**config.mk**
```make
export PLATFORM = sky130hd
export DESIGN_NAME = command_line_classifier
export DESIGN_NICKNAME = d
export VERILOG_FILES = /design/src/sv/clc_pkg.sv /design/src/sv/clc_match.sv /design/src/sv/command_line_classifier.sv
export SDC_FILE = /design/constraint.sdc
export NUM_CORES = 1
export LEC_CHECK = 0
export BUFFER_PORTS_ARGS = -buffer_cell sky130_fd_sc_hd__buf_4
export CORE_MARGIN = 3
export CORE_UTILIZATION = 65
export DETAILED_ROUTE_END_ITERATION = 10
export PLACE_DENSITY = 0.8
export SYNTH_ARGS = -nofsm -noshare
export SYNTH_HDL_FRONTEND = slang
export SYNTH_HIERARCHICAL = 1
export SYNTH_SLANG_ARGS = --single-unit
```
**constraint.sdc**
```tcl
create_clock -name clk -period 4.4 [get_ports clk]
set_clock_uncertainty 0.05 [all_clocks]
set_input_delay 0.88 -clock clk [delete_from_list [all_inputs] [get_ports clk]]
set_output_delay 0.88 -clock clk [all_outputs]
set_load 0.1 [all_outputs]
```
**src/sv/clc_pkg.sv**
```systemverilog
package clc_pkg;

  localparam int KEY_COUNT  = 22;
  localparam int DIR_COUNT  = 17;
  localparam int KEY_CHARS  = 14;
  localparam int CLASS_W    = 5;
  localparam int POS_W      = 5;
  localparam int LEN_W      = 4;

  localparam logic [POS_W-1:0] POS_MAX = 5'd31;

  localparam logic [CLASS_W-1:0] CLS_DRAW    = 5'd0;
  localparam logic [CLASS_W-1:0] CLS_COMMENT = 5'd1;
  localparam logic [CLASS_W-1:0] CLS_NAME    = 5'd18;
  localparam logic [CLASS_W-1:0] CLS_NOP     = 5'd22;
  localparam logic [CLASS_W-1:0] CLS_MOVE    = 5'd23;
  localparam logic [CLASS_W-1:0] CLS_TEXT    = 5'd24;
  localparam logic [CLASS_W-1:0] CLS_UNKNOWN = 5'd25;

  localparam logic [7:0] CH_NUL    = 8'h00;
  localparam logic [7:0] CH_SPACE  = 8'h20;
  localparam logic [7:0] CH_TAB    = 8'h09;
  localparam logic [7:0] CH_NL     = 8'h0A;
  localparam logic [7:0] CH_HASH   = 8'h23;
  localparam logic [7:0] CH_DOLLAR = 8'h24;
  localparam logic [7:0] CH_QUOTE  = 8'h22;
  localparam logic [7:0] CH_COLON  = 8'h3A;

  localparam logic [8*KEY_CHARS-1:0] KEY_TEXT [KEY_COUNT] = '{
    "$lw", "$color", {"$outline", "_color"}, "$marks", "$noline", {"$scale", "_marks"},
    "$path", {"$mark", "_size"}, {"$text", "_size"}, "$nomark", "$line", "$image",
    "$polygon", {"$marks", "_file"}, {"$low", "_contrast"}, "$title", "$name",
    "title:", "titletext:", "xunittext:", "yunittext:", "largepixels:"
  };

  localparam logic [LEN_W-1:0] KEY_LEN [KEY_COUNT] = '{
    4'd3, 4'd6, 4'd14, 4'd6, 4'd7, 4'd12, 4'd5, 4'd10, 4'd10, 4'd7, 4'd5,
    4'd6, 4'd8, 4'd11, 4'd13, 4'd6, 4'd5,
    4'd6, 4'd10, 4'd10, 4'd10, 4'd12
  };

  localparam logic [CLASS_W-1:0] KEY_CLASS [KEY_COUNT] = '{
    5'd2, 5'd3, 5'd4, 5'd5, 5'd6, 5'd7, 5'd8, 5'd9, 5'd10, 5'd11, 5'd12,
    5'd13, 5'd14, 5'd15, 5'd16, 5'd17, 5'd18,
    5'd17, 5'd17, 5'd19, 5'd20, 5'd21
  };

  typedef struct packed {
    logic               dir_hit;
    logic [CLASS_W-1:0] dir_class;
    logic               lbl_hit;
    logic [CLASS_W-1:0] lbl_class;
  } clc_hit_t;

  function automatic logic [7:0] key_char(input int k, input logic [LEN_W-1:0] pos);
    logic [LEN_W-1:0] idx;
    idx = KEY_LEN[k] - 4'd1 - pos;
    return KEY_TEXT[k][{idx, 3'b000} +: 8];
  endfunction

  function automatic logic [7:0] fold(input logic [7:0] c);
    if (c >= 8'h41 && c <= 8'h5A) begin
      return c + 8'd32;
    end
    return c;
  endfunction

endpackage

```
**src/sv/clc_match.sv**
```systemverilog
module clc_match import clc_pkg::*; (
  input  logic [7:0]           ch,
  input  logic [POS_W-1:0]     word_pos,
  input  logic [KEY_COUNT-1:0] alive,
  output logic [KEY_COUNT-1:0] alive_nxt,
  output clc_hit_t             hit
);

  logic [7:0]           ch_fold;
  logic [KEY_COUNT-1:0] full;

  assign ch_fold = fold(ch);

  always_comb begin
    for (int k = 0; k < KEY_COUNT; k++) begin
      if (word_pos >= {1'b0, KEY_LEN[k]}) begin
        alive_nxt[k] = 1'b0;
      end else begin
        alive_nxt[k] = alive[k] && (key_char(k, word_pos[LEN_W-1:0]) == ch_fold);
      end
      full[k] = alive[k] && (word_pos == {1'b0, KEY_LEN[k]});
    end
  end

  // lowest index wins
  always_comb begin
    hit = '0;
    for (int k = DIR_COUNT - 1; k >= 0; k--) begin
      if (full[k]) begin
        hit.dir_hit   = 1'b1;
        hit.dir_class = KEY_CLASS[k];
      end
    end
    for (int k = KEY_COUNT - 1; k >= DIR_COUNT; k--) begin
      if (full[k]) begin
        hit.lbl_hit   = 1'b1;
        hit.lbl_class = KEY_CLASS[k];
      end
    end
  end

endmodule

```
**src/sv/command_line_classifier.sv**
```systemverilog
// channel | ports                                              | direction
// in      | in_valid, in_stall, in_ch, in_end_of_line          | word in
// out     | out_valid, out_stall, out_line_class,              | word out
//         | out_unknown_directive, out_unsupported_label       |
//
// One input word per cycle while in_stall is low; a character word updates
// the line state in the cycle it is accepted, an end-of-line word loads the
// result register at the edge that accepts it, so the result shows in the
// next cycle. Character words never produce a result.
// Synchronous active-low reset clears the line state and the result valid.
// in_stall rises only while a result is held by out_stall.
module command_line_classifier import clc_pkg::*; (
  input  logic               clk,
  input  logic               rst_n,
  input  logic               in_valid,
  output logic               in_stall,
  input  logic [7:0]         in_ch,
  input  logic               in_end_of_line,
  output logic               out_valid,
  input  logic               out_stall,
  output logic [CLASS_W-1:0] out_line_class,
  output logic               out_unknown_directive,
  output logic               out_unsupported_label
);

  logic [7:0]           lead_r, lead_nxt;
  logic [POS_W-1:0]     pos_r, pos_nxt;
  logic                 open_r, open_nxt;
  logic [KEY_COUNT-1:0] alive_r, alive_nxt, alive_step;
  logic [7:0]           last_r, last_nxt;

  logic                 out_valid_r, out_valid_nxt;
  logic [CLASS_W-1:0]   class_r, class_nxt;
  logic                 unk_r, unk_nxt;
  logic                 uns_r, uns_nxt;

  logic                 accept;
  logic                 is_space;
  logic                 lead_letter;
  clc_hit_t             hit;

  clc_match u_match (
    .ch        (in_ch),
    .word_pos  (pos_r),
    .alive     (alive_r),
    .alive_nxt (alive_step),
    .hit       (hit)
  );

  assign in_stall = out_valid_r && out_stall;
  assign accept   = in_valid && !in_stall;
  assign is_space = (in_ch == CH_SPACE) || (in_ch == CH_TAB) || (in_ch == CH_NL);

  assign lead_letter = (lead_r >= 8'h41 && lead_r <= 8'h5A) ||
                       (lead_r >= 8'h61 && lead_r <= 8'h7A);

  always_comb begin
    lead_nxt  = lead_r;
    pos_nxt   = pos_r;
    open_nxt  = open_r;
    alive_nxt = alive_r;
    last_nxt  = last_r;
    if (accept) begin
      if (in_end_of_line) begin
        lead_nxt  = CH_NUL;
        pos_nxt   = '0;
        open_nxt  = 1'b1;
        alive_nxt = '1;
        last_nxt  = CH_NUL;
      end else if (in_ch != CH_NUL) begin
        if (lead_r == CH_NUL) begin
          lead_nxt = in_ch;
        end
        if (open_r) begin
          if (is_space) begin
            if (pos_r != '0) begin
              open_nxt = 1'b0;
            end
          end else begin
            alive_nxt = alive_step;
            last_nxt  = in_ch;
            if (pos_r != POS_MAX) begin
              pos_nxt = pos_r + 5'd1;
            end
          end
        end
      end
    end
  end

  always_comb begin
    class_nxt = CLS_DRAW;
    unk_nxt   = 1'b0;
    uns_nxt   = 1'b0;
    if (lead_r >= 8'h30 && lead_r <= 8'h39) begin
      class_nxt = CLS_DRAW;
    end else if (lead_r == CH_HASH) begin
      class_nxt = CLS_COMMENT;
    end else if (lead_r == CH_DOLLAR) begin
      if (hit.dir_hit) begin
        class_nxt = hit.dir_class;
      end else begin
        class_nxt = CLS_UNKNOWN;
        unk_nxt   = 1'b1;
      end
    end else if (lead_letter && last_r == CH_COLON) begin
      if (hit.lbl_hit) begin
        class_nxt = hit.lbl_class;
      end else begin
        class_nxt = CLS_NOP;
        uns_nxt   = 1'b1;
      end
    end else if (lead_r == 8'h4D || lead_r == 8'h6D) begin
      class_nxt = CLS_MOVE;
    end else if (lead_r == 8'h54 || lead_r == 8'h74) begin
      class_nxt = CLS_TEXT;
    end else if (lead_r == CH_QUOTE) begin
      class_nxt = CLS_NAME;
    end
  end

  always_comb begin
    out_valid_nxt = out_valid_r && out_stall;
    if (accept && in_end_of_line) begin
      out_valid_nxt = 1'b1;
    end
  end

  always_ff @(posedge clk) begin
    if (!rst_n) begin
      lead_r      <= CH_NUL;
      pos_r       <= '0;
      open_r      <= 1'b1;
      alive_r     <= '1;
      last_r      <= CH_NUL;
      out_valid_r <= 1'b0;
    end else begin
      lead_r      <= lead_nxt;
      pos_r       <= pos_nxt;
      open_r      <= open_nxt;
      alive_r     <= alive_nxt;
      last_r      <= last_nxt;
      out_valid_r <= out_valid_nxt;
    end
  end

  always_ff @(posedge clk) begin
    if (accept && in_end_of_line) begin
      class_r <= class_nxt;
      unk_r   <= unk_nxt;
      uns_r   <= uns_nxt;
    end
  end

  assign out_valid             = out_valid_r;
  assign out_line_class        = class_r;
  assign out_unknown_directive = unk_r;
  assign out_unsupported_label = uns_r;

endmodule

```
==> results.md <==
- CP Launch Point: pos_r[2]
- Worst Setup Path Type: reg -> reg
- Sequential share of the synthesized area: 16.81%
- Largest stage delay, worst path: 0.65 ns
- Status: complete, no violations
- Count of input and output buffers: 21
- Max VDD drop: 166.7 uV
- Largest cells by area after synthesis: dfxtp_1 14%, xnor2_1 9.7%, ha_1 6.1%, a21oi_1 4.5%, nor2_1 3.7%
- Area Overhead vs Synth: 4.885%
- First-pass GRT wire length: 36.73 mm
- Critical Path AT: 3.77 ns
- Main synth FF type: dfxtp_1
- PwrDens: 217.8 nW/um^2
- Commonest non-fill, non-tap cell in the layout: xnor2_1
- Post-Syn Nets: 930
- CP top delay family: XOR/XNOR gates
- Hold path start: last_r[1]
- Worst hold margin: 0.4408 ns
- Setup TNS Final: 0 ns
- Post-DP HPWL: 15.97 mm
- DR vias: 7348
- Fin. Hold Viols: 0
- Cts hold-fix bufs: 0
- Antenna-violating nets left: 0
- # H-tree levels: 2
- Final period util: 80.76%
- Routed WL per cell: 23.03 um
- FF+latch count, synth: 52
- Post-synth EDFFs: 7
- Largest net degree at the start of global routing: 42
- PostCTS Resize Cnt: 0
- Register Area: 1111 sq um
- Synth top area share: 13.63%
- Uppermost layer routed: met4
- Post-route cell area: 6930 sq um
- Fillers: 863
- Final WL: 23.03 mm
- Reg2reg setup slack: 0.85 ns
- Grt total ovfl: 0
- Ys async rst share: 0%
- RSZ-0062 raised after global routing: false
- Final worst setup slack: 0.8467 ns
- Fmax: 281.4 MHz
- CTS root buffer: clkbuf_8
- Final critical-path required period: 3.553 ns
- DRC Markers: 0
- Via density: 7.348
- Netlist cell types: 89
- Vias in the first global route: 6731
- # IOs: 22
- Inserted Clock Buffers: 5
- Die extent in x: 106.8 um
- TritonCTS clock tree: done
- Crit Path Max Fanout: 15
- Ys Warns: 6
- Worst slew pin tran: 1.018 ns
- Setup Fix Bufs, Post-CTS: 0
- Clock buffer depth: 2
- Synth Instances: 885
- GRT Total Usage: 40.22%
- R2r startpoint: pos_r[2]
- CTS Sinks: 52
- Core Box Area: 9819 sq um
- Syn Area/Cell: 7.466 sq um
- Max-cap viol count: 0
- Multi-input gate area: 5074 sq um
- Post-Route M1 WL: 8.784 mm
- Hold/Removal Path Class: reg -> reg
- Worst setup path endpoint: alive_r[20]
- LEAKAGE: 2.494 nW
- Share of cells above drive strength 1: 9.469%
- Clock-pin slew on the worst setup and hold paths: 0.10 ns
- Worst-path cell chain: clkinv_1 > ha_1 > xor2_1 > buf_4 > mux2i_1 > a2bb2oi_1 > xnor2_1 > nand4_1 > nor3_1 > o22a_1
- Normalized max-slew margin: 32.00%
- Die Y: 106.8 um
- RePlAce Congestion: 1.027
- Die footprint: 11410 sq um
- Drt pass-1 iters: 7
- Commonest non-fill, non-tap cells in the layout: 73 x xnor2_1, 65 x nor2_1, 61 x nand2_1
- Initial Util: 67.29%
- Routed wl met2: 9.836 mm
- Critical path data required time: 4.61 ns
- Wire length on met3: 3.149 mm
- Clk Latency, worst-skew pair: 0.33 ns
- Setup-failing EPs final: 0
- Tot Pwr: 1.509 mW
- Critical path startpoint category: register
- CP endpoint kind: register
- Largest area contributor in the netlist: dfxtp_1
- NumNets Final: 910
- Reg-to-reg endpoint: alive_r[20]
- # rows: 36
- Initial antenna violation count: 0
- Crit path depth: 10
- FF-to-FF path depth: 10
- DRT iter0 DRCs: 1057
- Max-slew violation count: 0
- Placed cell area: 6817 sq um
- CP Buf/Inv Count: 2
- Setup WS pre-CTS: 0.8318 ns
- CP max stage cell: xor2_1
- Syn Std Cell Area: 6608 sq um
[worst reg2reg max path, delay by kind of cell (launching register included)]
family / cells / cell delay, ns
AO/OA/AOI/OAI: 2 / 0.25
XOR/XNOR: 2 / 0.84
adder cells (fa/ha/maj): 1 / 0.58
buffers and inverters: 2 / 0.77
flip-flops: 1 / 0.35
multiplexers: 1 / 0.21
AND/OR/NAND/NOR: 2 / 0.44
[how the worst min path moves through the flow]
stage,to,cells past startpoint
after global routing,last_r[0],1
after global placement,last_r[0],1
after CTS,last_r[0],1
after detailed placement,last_r[0],1
after floorplan,last_r[6],1
final,last_r[1],1
[area by class of cell]
| class | instances | share of cell area (%) |
|---|---|---|
| multi-input combinational | 730 | 73.21 |
| clock buffer | 5 | 0.9930 |
| antenna | 1 | 0.03611 |
| inverter | 28 | 1.517 |
| clock inverter | 3 | 0.6138 |
| tap | 133 | 2.401 |
| sequential | 52 | 16.03 |
| timing repair buffer | 48 | 5.199 |
[registers in the layout (all words and copies together), names as in the netlist]
signal	flops
out_valid	1
alive_r	22
pos_r	5
out_line_class	5
open_r	1
lead_r	8
last_r	8
out_unsupported_label	1
out_unknown_directive	1
[cell families (layout without fill, tap and decap cells)]
logic type               count (synthesis)  count (layout)  synth area share [%]
adder cells (fa/ha/maj)                 32              32                 6.059
multiplexers                            17              17                 2.973
XOR/XNOR                                89              89                 11.91
flip-flops                              52              52                 16.81
AO/OA/AOI/OAI                          271             271                 29.09
other                                    1               2               0.05675
buffers and inverters                  103              84                 6.400
AND/OR/NAND/NOR                        320             320                 26.70
[routing by layer]
layer / GRT usage [%] / up-vias
met5: 0 / -
li1: - / 3246
met4: 18.90 / 0
met1: 54.14 / 3366
met3: 9.151 / 139
met2: 60.93 / 597
[power by group]
group	internal [mW]	switching, mW	total, mW
logic	0.229	0.389	0.618
clock network	0.169	0.184	0.353
registers	0.506	0.0322	0.538
total	0.904	0.605	1.51
[Yosys cell counts, types with 11 or more instances]
cell	count
nand3_1	22
nor3_1	34
buf_1	13
ha_1	32
o21ai_0	44
a21oi_1	59
dfxtp_1	45
xnor2_1	73
nand2b_1	20
xor2_1	15
mux2i_1	14
nor2_1	65
nand2_1	61
o22a_1	24
inv_1	24
clkbuf_1	49
nor2b_1	24
o22ai_1	11
nor4_1	14
a31oi_1	20
[stage by stage]
stage | instances | util (%)
floorplan | 885 | -
global placement | 991 | 69.42
detailed placement | 991 | 69.42
CTS | 999 | 70.55
global route | 999 | 70.55
finish | 1000 | 70.58
No activity file was read; power rests on OpenSTA's default activity.
